### src/rtl/shs_pkg.sv
`default_nettype none
package shs_pkg;

   // SHA-1 round constants
   localparam logic [31:0] K_ROUND_0 = 32'h5A827999;
   localparam logic [31:0] K_ROUND_1 = 32'h6ED9EBA1;
   localparam logic [31:0] K_ROUND_2 = 32'h8F1BBCDC;
   localparam logic [31:0] K_ROUND_3 = 32'hCA62C1D6;

   // Initial chaining words
   localparam logic [31:0] IV_WORD_0 = 32'h67452301;
   localparam logic [31:0] IV_WORD_1 = 32'hEFCDAB89;
   localparam logic [31:0] IV_WORD_2 = 32'h98BADCFE;
   localparam logic [31:0] IV_WORD_3 = 32'h10325476;
   localparam logic [31:0] IV_WORD_4 = 32'hC3D2E1F0;

   localparam int BLOCK_WORDS = 16;
   localparam int DIGEST_WORDS = 5;
   localparam int ROUNDS = 80;
   localparam logic [7:0] PAD_MARK = 8'h80;
   localparam logic [5:0] LEN_POS = 6'd56;
   localparam logic [5:0] LAST_POS = 6'd63;
   localparam logic [6:0] LAST_ROUND = 7'(ROUNDS - 1);

   typedef logic [31:0] word_type;

   // Control from the sequencer to the datapath
   typedef struct packed {
      logic       absorb;
      logic       word_done;
      logic       round_en;
      logic [6:0] round_t;
      logic       load_work;
      logic       add_chain;
      logic       init_chain;
   } ctl_type;

   function automatic word_type round_k(input logic [6:0] t);
      word_type k;
      if (t < 7'd20) k = K_ROUND_0;
      else if (t < 7'd40) k = K_ROUND_1;
      else if (t < 7'd60) k = K_ROUND_2;
      else k = K_ROUND_3;
      return k;
   endfunction

   function automatic word_type round_f(input logic [6:0] t, input word_type b,
                                        input word_type c, input word_type d);
      word_type f;
      if (t < 7'd20) f = (b & c) | (~b & d);
      else if (t < 7'd40) f = b ^ c ^ d;
      else if (t < 7'd60) f = (b & c) | (b & d) | (c & d);
      else f = b ^ c ^ d;
      return f;
   endfunction

   function automatic word_type iv_word(input logic [2:0] idx);
      word_type w;
      case (idx)
         3'd0: w = IV_WORD_0;
         3'd1: w = IV_WORD_1;
         3'd2: w = IV_WORD_2;
         3'd3: w = IV_WORD_3;
         default: w = IV_WORD_4;
      endcase
      return w;
   endfunction

endpackage
`default_nettype wire

### src/rtl/shs_schedule.sv
`default_nettype none
module shs_schedule
   import shs_pkg::*;
(
   input  wire logic     clock,
   input  wire ctl_type  ctl,
   input  wire logic [7:0] byte_value,
   output word_type      w_t
);

   logic [23:0] acc_ff;
   word_type    sched_ff [BLOCK_WORDS];
   word_type    expand;

   // Expand the rolling schedule from its fixed taps
   assign expand = sched_ff[13] ^ sched_ff[8] ^ sched_ff[2] ^ sched_ff[0];
   assign w_t = (ctl.round_t < 7'(BLOCK_WORDS)) ? sched_ff[0]
                                                 : {expand[30:0], expand[31]};

   // Pack bytes big-endian and shift whole words into the schedule
   always_ff @(posedge clock) begin
      if (ctl.absorb) begin
         acc_ff <= {acc_ff[15:0], byte_value};
         if (ctl.word_done) begin
            for (int i = 0; i < BLOCK_WORDS - 1; i++) sched_ff[i] <= sched_ff[i + 1];
            sched_ff[BLOCK_WORDS - 1] <= {acc_ff, byte_value};
         end
      end else if (ctl.round_en) begin
         for (int i = 0; i < BLOCK_WORDS - 1; i++) sched_ff[i] <= sched_ff[i + 1];
         sched_ff[BLOCK_WORDS - 1] <= w_t;
      end
   end

endmodule
`default_nettype wire

### src/rtl/shs_compress.sv
`default_nettype none
module shs_compress
   import shs_pkg::*;
(
   input  wire logic       clock,
   input  wire logic       reset,
   input  wire ctl_type    ctl,
   input  wire word_type   w_t,
   input  wire logic [2:0] rd_idx,
   output word_type        digest
);

   word_type a_ff, b_ff, c_ff, d_ff, e_ff;
   word_type chain_ff [DIGEST_WORDS];
   word_type temp;

   // One round through the shared adder
   assign temp = {a_ff[26:0], a_ff[31:27]} + round_f(ctl.round_t, b_ff, c_ff, d_ff)
                 + e_ff + round_k(ctl.round_t) + w_t;

   // Advance the working words
   always_ff @(posedge clock) begin
      if (ctl.load_work) begin
         a_ff <= chain_ff[0];
         b_ff <= chain_ff[1];
         c_ff <= chain_ff[2];
         d_ff <= chain_ff[3];
         e_ff <= chain_ff[4];
      end else if (ctl.round_en) begin
         a_ff <= temp;
         b_ff <= a_ff;
         c_ff <= {b_ff[1:0], b_ff[31:2]};
         d_ff <= c_ff;
         e_ff <= d_ff;
      end
   end

   // Hold the chaining words; fold in each finished block
   always_ff @(posedge clock) begin
      if (reset || ctl.init_chain) begin
         for (int i = 0; i < DIGEST_WORDS; i++) chain_ff[i] <= iv_word(3'(i));
      end else if (ctl.add_chain) begin
         chain_ff[0] <= chain_ff[0] + a_ff;
         chain_ff[1] <= chain_ff[1] + b_ff;
         chain_ff[2] <= chain_ff[2] + c_ff;
         chain_ff[3] <= chain_ff[3] + d_ff;
         chain_ff[4] <= chain_ff[4] + e_ff;
      end
   end

   // Select the digest word for the output
   always_comb begin
      case (rd_idx)
         3'd0: digest = chain_ff[0];
         3'd1: digest = chain_ff[1];
         3'd2: digest = chain_ff[2];
         3'd3: digest = chain_ff[3];
         default: digest = chain_ff[4];
      endcase
   end

endmodule
`default_nettype wire

### src/rtl/sha1_stream_hasher_unit.sv
`default_nettype none
// SHA-1 stream hasher.
// Input channel req_*: one item per handshake; req_tdata carries a message
// byte, req_tuser[0] says the byte is present and req_tlast ends the message.
// An item with neither a byte nor an end changes nothing.
// The byte that completes a 64-byte block starts the compression: 80
// rounds through one shared round adder, one round a cycle, then a fold
// into the chaining words, and req_tready is low after every 64th byte
// until the fold is done.
// At the end of a message the sequencer feeds 0x80, zero bytes and the
// 64-bit bit count through the same byte path, one byte a cycle, with one
// or two compressions on the way, and then offers the digest on rsp_*:
// five words, most significant first, last on rsp_tlast.
// While the receiver stalls, the current word holds and no item is taken.
// After the fifth word the block is idle, chaining words and bit count reinitialised.
// Reset loads the standard initial chaining words and clears the bit count;
// req_tready is high from the first clock edge under reset onwards.
module sha1_stream_hasher_unit
   import shs_pkg::*;
(
   input  wire logic        clock,
   input  wire logic        reset,
   input  wire logic        req_tvalid,
   output logic             req_tready,
   input  wire logic [7:0]  req_tdata,   // data_byte
   input  wire logic [0:0]  req_tuser,   // byte_valid
   input  wire logic        req_tlast,   // end_of_message
   output logic             rsp_tvalid,
   input  wire logic        rsp_tready,
   output logic [39:0]      rsp_tdata,   // digest_word[31:0], word_index[34:32], zero fill
   output logic             rsp_tlast    // last_word
);

   localparam logic [2:0] ST_IDLE  = 3'd0;
   localparam logic [2:0] ST_ROUND = 3'd1;
   localparam logic [2:0] ST_ADDC  = 3'd2;
   localparam logic [2:0] ST_PAD   = 3'd3;
   localparam logic [2:0] ST_LEN   = 3'd4;
   localparam logic [2:0] ST_OUT   = 3'd5;

   logic [2:0]  state_ff, state_in;
   logic [5:0]  pos_ff, pos_in;
   logic [63:0] bit_length_ff, bit_length_in;
   logic [6:0]  round_ff, round_in;
   logic        fin_ff, fin_in;
   logic        sent80_ff, sent80_in;
   logic [3:0]  len_cnt_ff, len_cnt_in;
   logic [2:0]  out_idx_ff, out_idx_in;

   ctl_type     ctl;
   logic [7:0]  byte_value;
   logic [2:0]  len_sel;
   word_type    w_t;
   word_type    digest;

   assign len_sel  = 3'd7 - len_cnt_ff[2:0];

   // Sequence absorb, rounds, padding and digest output
   always_comb begin
      state_in      = state_ff;
      pos_in        = pos_ff;
      bit_length_in = bit_length_ff;
      round_in      = round_ff;
      fin_in        = fin_ff;
      sent80_in     = sent80_ff;
      len_cnt_in    = len_cnt_ff;
      out_idx_in    = out_idx_ff;
      byte_value    = req_tdata;
      ctl           = '0;
      ctl.round_t   = round_ff;
      req_tready    = 1'b0;
      rsp_tvalid    = 1'b0;

      unique case (state_ff)
         ST_IDLE: begin
            req_tready = 1'b1;
            if (req_tvalid) begin
               if (req_tuser[0]) begin
                  ctl.absorb    = 1'b1;
                  bit_length_in = bit_length_ff + 64'd8;
               end
               if (req_tlast) begin
                  fin_in    = 1'b1;
                  sent80_in = 1'b0;
                  state_in  = ST_PAD;
               end
            end
         end
         ST_ROUND: begin
            ctl.round_en = 1'b1;
            round_in     = round_ff + 7'd1;
            if (round_ff == LAST_ROUND) state_in = ST_ADDC;
         end
         ST_ADDC: begin
            ctl.add_chain = 1'b1;
            if (!fin_ff) state_in = ST_IDLE;
            else if (len_cnt_ff == 4'd8) begin
               out_idx_in = 3'd0;
               state_in   = ST_OUT;
            end else state_in = ST_PAD;
         end
         ST_PAD: begin
            if (!sent80_ff) begin
               byte_value = PAD_MARK;
               ctl.absorb = 1'b1;
               sent80_in  = 1'b1;
            end else if (pos_ff == LEN_POS) begin
               len_cnt_in = 4'd0;
               state_in   = ST_LEN;
            end else begin
               byte_value = 8'h00;
               ctl.absorb = 1'b1;
            end
         end
         ST_LEN: begin
            byte_value = bit_length_ff[{len_sel, 3'b000} +: 8];
            ctl.absorb = 1'b1;
            len_cnt_in = len_cnt_ff + 4'd1;
         end
         ST_OUT: begin
            rsp_tvalid = 1'b1;
            if (rsp_tready) begin
               out_idx_in = out_idx_ff + 3'd1;
               if (out_idx_ff == 3'(DIGEST_WORDS - 1)) begin
                  ctl.init_chain = 1'b1;
                  bit_length_in  = 64'd0;
                  fin_in         = 1'b0;
                  sent80_in      = 1'b0;
                  len_cnt_in     = 4'd0;
                  state_in       = ST_IDLE;
               end
            end
         end
         default: state_in = ST_IDLE;
      endcase

      // Advance the byte position; a full block starts the rounds
      if (ctl.absorb) begin
         ctl.word_done = (pos_ff[1:0] == 2'b11);
         pos_in        = pos_ff + 6'd1;
         if (pos_ff == LAST_POS) begin
            ctl.load_work = 1'b1;
            round_in      = 7'd0;
            state_in      = ST_ROUND;
         end
      end
   end

   always_ff @(posedge clock) begin
      if (reset) begin
         state_ff      <= ST_IDLE;
         pos_ff        <= 6'd0;
         bit_length_ff <= 64'd0;
         round_ff      <= 7'd0;
         fin_ff        <= 1'b0;
         sent80_ff     <= 1'b0;
         len_cnt_ff    <= 4'd0;
         out_idx_ff    <= 3'd0;
      end else begin
         state_ff      <= state_in;
         pos_ff        <= pos_in;
         bit_length_ff <= bit_length_in;
         round_ff      <= round_in;
         fin_ff        <= fin_in;
         sent80_ff     <= sent80_in;
         len_cnt_ff    <= len_cnt_in;
         out_idx_ff    <= out_idx_in;
      end
   end

   shs_schedule u_schedule (
      .clock      (clock),
      .ctl        (ctl),
      .byte_value (byte_value),
      .w_t        (w_t)
   );

   shs_compress u_compress (
      .clock  (clock),
      .reset  (reset),
      .ctl    (ctl),
      .w_t    (w_t),
      .rd_idx (out_idx_ff),
      .digest (digest)
   );

   // Drive the digest word with its index
   assign rsp_tdata = {5'b00000, out_idx_ff, digest};
   assign rsp_tlast = (out_idx_ff == 3'(DIGEST_WORDS - 1));

`ifndef SYNTHESIS
   a_no_overlap: assert property (@(posedge clock) disable iff (reset)
      rsp_tvalid |-> !req_tready)
      else $error("input taken while digest pending");

   a_back_to_idle: assert property (@(posedge clock) disable iff (reset)
      (rsp_tvalid && rsp_tready && rsp_tlast) |=> (req_tready && !rsp_tvalid))
      else $error("not idle after last digest word");

   a_round_end: assert property (@(posedge clock) disable iff (reset)
      (state_ff == ST_ROUND && round_ff == LAST_ROUND) |=> (state_ff == ST_ADDC))
      else $error("compression did not end after last round");
`endif

endmodule
`default_nettype wire
### config.mk
export PLATFORM = sky130hd
export DESIGN_NAME = sha1_stream_hasher_unit
export DESIGN_NICKNAME = d
export VERILOG_FILES = /design/src/rtl/shs_pkg.sv /design/src/rtl/shs_schedule.sv /design/src/rtl/shs_compress.sv /design/src/rtl/sha1_stream_hasher_unit.sv
export SDC_FILE = /design/constraint.sdc
export NUM_CORES = 2
export LEC_CHECK = 0
export BUFFER_PORTS_ARGS = -buffer_cell sky130_fd_sc_hd__buf_2
export CORE_MARGIN = 4
export CORE_UTILIZATION = 35
export DETAILED_ROUTE_END_ITERATION = 6
export PLACE_DENSITY_LB_ADDON = 0.3
export SLEW_MARGIN = 15
export SYNTH_ARGS = -nofsm -noshare
export SYNTH_HDL_FRONTEND = slang
export SYNTH_SLANG_ARGS = --single-unit
### constraint.sdc
create_clock -name clock -period 24 [get_ports clock]
set_input_delay 6 -clock clock [delete_from_list [all_inputs] [get_ports clock]]
set_output_delay 6 -clock clock [all_outputs]
set_load 0.02 [all_outputs]
-- Word-level counts from Yosys, hierarchy flattened
Memories as Yosys holds them, arrays and structs flattened.
Index checks and enable logic that the tools add are counted.
- add/subtract/negate cells: 15
- multiply operators: 0
- div/mod/pow operators: 0
- $lt $le $gt $ge: 4
- equal/unequal tests: 23
- shift operators: 1
- muxes and demuxes: 110
- bitwise operators: 34
- reductions and logical operators: 13
- operators with widths (kind ; count):
    $mux W32 ; 42
    $add A32 B32 Y32 ; 9
    $mux W64 ; 4
    $xor A32 B32 Y32 ; 5
    $and A32 B32 Y32 ; 4
    $pmux W32 S4 ; 1
    $pmux W64 S2 ; 1
    $or A32 B32 Y32 ; 3
    $add A64 B4 Y64 const B ; 1
    $shiftx A64 B7 Y8 ; 1
    $mux W3 ; 14
    $not A32 Y32 ; 1
    $mux W1 ; 31
    $mux W31 ; 1
    $mux W7 ; 3
    $or A1 B1 Y1 ; 21
    $reduce_and A5 Y1 ; 4
    $ne A2 B2 Y1 const B ; 9
    $pmux W3 S6 ; 1
    $mux W4 ; 4
    $mux W8 ; 2
    $pmux W8 S2 ; 1
    $lt A7 B5 Y1 const B ; 2
    $lt A7 B6 Y1 const B ; 2
    other kinds (21) ; 33
- flip-flop bits (word level): 273
- bits in latches: 0
- RAM bits: 672
- ROM bits: 0
- output and inout bits: 43
- memories kept: 2
- memories (name ; words ; bits a word ; read ports ; clocked after Yosys merged registers in ; write ports ; line ; text):
    u_schedule.sched_ff ; 16 ; 32 ; 16 ; 0 ; 16 ; shs_schedule.sv:12 ; word_type sched_ff [BLOCK_WORDS];
    u_compress.chain_ff ; 5 ; 32 ; 5 ; 0 ; 5 ; shs_compress.sv:14 ; word_type chain_ff [DIGEST_WORDS];

-- Depth between registers and ports, before layout
- depth after elaboration: 12
- gate-level depth with buffers: 28
- mapped depth without buffers: 26

-- By module
A second synthesis with hierarchy kept.
- cell total of the unflattened synthesis: 3920
- area, all modules: 49416.1 um^2
- by module, submodules not included (module ; times used ; cells an instance ; area each (um^2) ; seq. area each (um^2)):
    shs_compress ; 1 ; 2520 ; 26447.9 ; 9609.2
    shs_schedule ; 1 ; 820 ; 18034.8 ; 16095.4
    sha1_stream_hasher_unit ; 1 ; 580 ; 4933.5 ; 1721.7

-- Worst setup path before layout
No wires, ideal clock.
- path kind: in2reg
- from: input req_tvalid
- to: memory u_schedule.sched_ff[0][0] (netlist name) (enable)
- arrival time: 13.628 ns
- required time: 23.333 ns
- path slack: 9.705 ns
- stages: 7
- cell sequence: and3_1 -> or3_1 -> buf_2 -> and2_1 -> clkbuf_1 -> clkbuf_1 -> or2_2
- RTL lines (item ; line ; text):
    start, declared ; sha1_stream_hasher_unit.sv:23 ; input wire logic req_tvalid,
    end, declared ; shs_schedule.sv:12 ;

-- Final worst setup path
- from: input req_tvalid
- to: register u_compress.a_ff[29] (enable)
- longest elaborated chain between the ends: 4
- RTL lines (item ; line ; text):
    $mux W1 ; sha1_stream_hasher_unit.sv:77 ; if (req_tvalid) begin
    $pmux W1 S3 ; sha1_stream_hasher_unit.sv:74 ; unique case (state_ff)
    $mux W1 ; sha1_stream_hasher_unit.sv:138 ; if (ctl.absorb) begin
    $reduce_bool A2 Y1 (no source line) ; - ;
    end signal, assigned ; shs_compress.sv:24 ; a_ff <= chain_ff[0];
    end signal, assigned ; shs_compress.sv:30 ; a_ff <= temp;
    end, declared ; shs_compress.sv:13 ; word_type a_ff, b_ff, c_ff, d_ff, e_ff;
No other way between the ends.
A chain may end at the register's enable or synchronous reset.

==> flow_summary.ini <==
[cts]
cts_buffers = 103
cts_tree = built
cts_htree_levels = 3
post-cts-setup-buffers = 0
clk_path_buf_depth = 3
cts_resized = 0
cts_root_buf = clkbuf_16
clkSlewWorstSetupHoldPaths_ns = 0.06
clock_sinks = 942
ctsHoldBuffers = 0
clkLatencyLatePin_ns = 0.69

[sta]
setup-violations-final = 0
tightest_slew_ns = 1.22
fin_crit_sh = 0.418
tns_ns = 0
hold_violations = 0
finalMaxSlewViolations = 0
relSlewSlack = 0.190
timing.final.crit_period_ns = 10.04
fmax_mhz = 99.6
skew_ns = 0.0373
worst_slack_ns = 13.96
rsz0062_at_grt = no

[grt]
grt_overflow = 0
grt_antenna_before_repair = 1
grt_pass1_vias = 29948
grt_pass1_wl_um = 185000
grt_max_degree = 93
grt_use_total = 0.168

[min_path]
hold_class = flop to flop
hold_path_depth = 0

[placement]
post-place-ws_ns = 13.21
gp_congestion = 0.868
port_buffers = 51
hpwl_um = 85500

[floorplan]
die_x_um = 378
ios = 57
core_sq_mm = 0.136
die-area_sq_mm = 0.143
initial_core_util = 0.353
fp-row-count = 135
fp.dieH_um = 378

[synth]
synth_seq_cells = 942
synth.avg_cell_area_sq_um = 11.9
synth_area_sq_mm = 0.0480
ys.flop_type = edfxtp_1
ys_types = 78
async_reset_ff_frac = 0
synth_edf_count = 856
ys_seq_area_frac = 0.572
yosys_warnings = 0
synth_cells = 4026

[run_status]
status = finished, final reports clean

[routing]
drc_errors = 0
vias = 31040
wire_per_inst_um = 20.5
drt_wl_total_um = 122000
routed_via_density = 5.21
drt_iter0_markers = 2932
ant_nets = 0
firstDrtPassIters = 6

[job]
drv_cap = 0

[worst_setup_path]
cp.required_ns = 24.28
crit_arrival_ns = 10.32
worstPathMaxFanout = 66
rrSetupSlack_ns = 15.94
start_kind = input pin
path_class = input pin to flop
rr_worst_depth = 25
cp-end-kind = flop

[finish]
nets = 4457
final_core_util = 0.394
drive_above_1_share = 0.0680
area_growth_pct = 11.6
antennaDiodeCount = 0

[power_and_ir_drop]
peakVddDrop_mv = 0.0680
p_leak_nw = 19.6
power_density_mw_per_mm2 = 101
==> synth_stat cells, types with 86 or more instances <==
master    number  area share
clkbuf_1     100      0.0078
nor2_1       301       0.024
ha_1         231       0.060
inv_1        201       0.016
dfxtp_1       86       0.036
o21ai_0      181       0.019
edfxtp_1     856        0.54
a21oi_1      193       0.020
xnor2_1      190       0.035
nand2_1      608       0.048
xor2_1       115       0.021
fa_1         124       0.052
==> worst paths after layout <==
path / startpoint / to
worst max-delay path: req_tvalid / u_compress.a_ff[29]
worst min-delay path: u_schedule.sched_ff[14][22] / u_schedule.sched_ff[13][22]
worst max register to register: round_ff[3] / u_compress.a_ff[30]
worst min register to register: u_schedule.sched_ff[14][22] / u_schedule.sched_ff[13][22]
==> cell type report <==
type / instances / area, sq um
tap: 1781 / 2230
clock inverter: 62 / 577
fill: 13018 / 82300
sequential: 942 / 27400
timing repair buffer: 87 / 526
multi-input combinational: 2751 / 19300
inverter: 203 / 762
clock buffer: 131 / 2720
==> state kept, by name (all words and copies together), names as in the netlist, 7 cells and up <==
register	cells
bit_length_ff	61
round_ff	7
u_compress.a_ff	32
u_compress.b_ff	32
u_compress.c_ff	32
u_compress.chain_ff	160
u_compress.d_ff	32
u_compress.e_ff	32
u_schedule.acc_ff	24
u_schedule.sched_ff	512
==> metal layers <==
| layer | up-vias | wire length (um) | global-route usage |
|---|---|---|---|
| met5 | - | 0 | 0 |
| met3 | 125 | 6310 | 0.0231 |
| met4 | 0 | 2310 | 0.0396 |
| met2 | 824 | 56700 | 0.272 |
| met1 | 15504 | 56600 | 0.241 |
| li1 | 14587 | - | - |
==> worst max-delay path, stage by stage <==
cell,delay (ns)
buf_2,0.09
and3_1,0.26
or3_1,0.15
buf_4,0.34
and2_2,0.22
buf_4,0.53
and3_4,0.45
or2_4,0.49
buf_4,0.76
buf_4,0.84
==> stage by stage <==
| stage | instance area (sq um) | hold WS, ns | power (mW) | std cells |
|---|---|---|---|---|
| after CTS | 53500 | 0.404 | 5.46 | 5957 |
| after global routing | 53500 | 0.409 | 5.75 | 5957 |
| after global placement | 50200 | 0.401 | 3.85 | 5764 |
| after detailed placement | 50200 | 0.405 | 3.87 | 5764 |
| after floorplan | 48000 | 0.400 | 3.42 | 4030 |
| final | 53500 | 0.404 | 5.42 | 5957 |
==> report_power, final <==
| group | switching, mW | total, mW | internal [mW] |
|---|---|---|---|
| Clock | 0.662 | 1.56 | 0.900 |
| Combinational | 1.01 | 1.71 | 0.706 |
| Sequential | 0.128 | 2.14 | 2.01 |
| Total | 1.80 | 5.42 | 3.62 |
==> logic make-up (layout without fill, tap and decap cells) <==
logic type,count (synthesis),after routing,synth area share
muxes,31,31,0.00996
AOI/OAI and AO/OA,784,784,0.106
and+or+nand+nor,1271,1271,0.117
xor gates and xnor gates,305,305,0.0557
other,1,5,0.0000782
buffers and inverters,337,483,0.0274
adders and majority gates,355,355,0.112
DFF,942,942,0.572
==> layout by cell type, fill, tap and decap left out, drive strengths merged, types with 81 or more instances in the layout <==
master,Yosys,layout
a21o,81,81
a21oi,193,193
buf,34,87
clkbuf,100,131
dfxtp,86,86
edfxtp,856,856
fa,124,124
ha,231,231
inv,202,206
nand2,609,609
nor2,301,301
o21ai,181,181
xnor2,190,190
xor2,115,115
No activity file was read; power rests on OpenSTA's default activity.
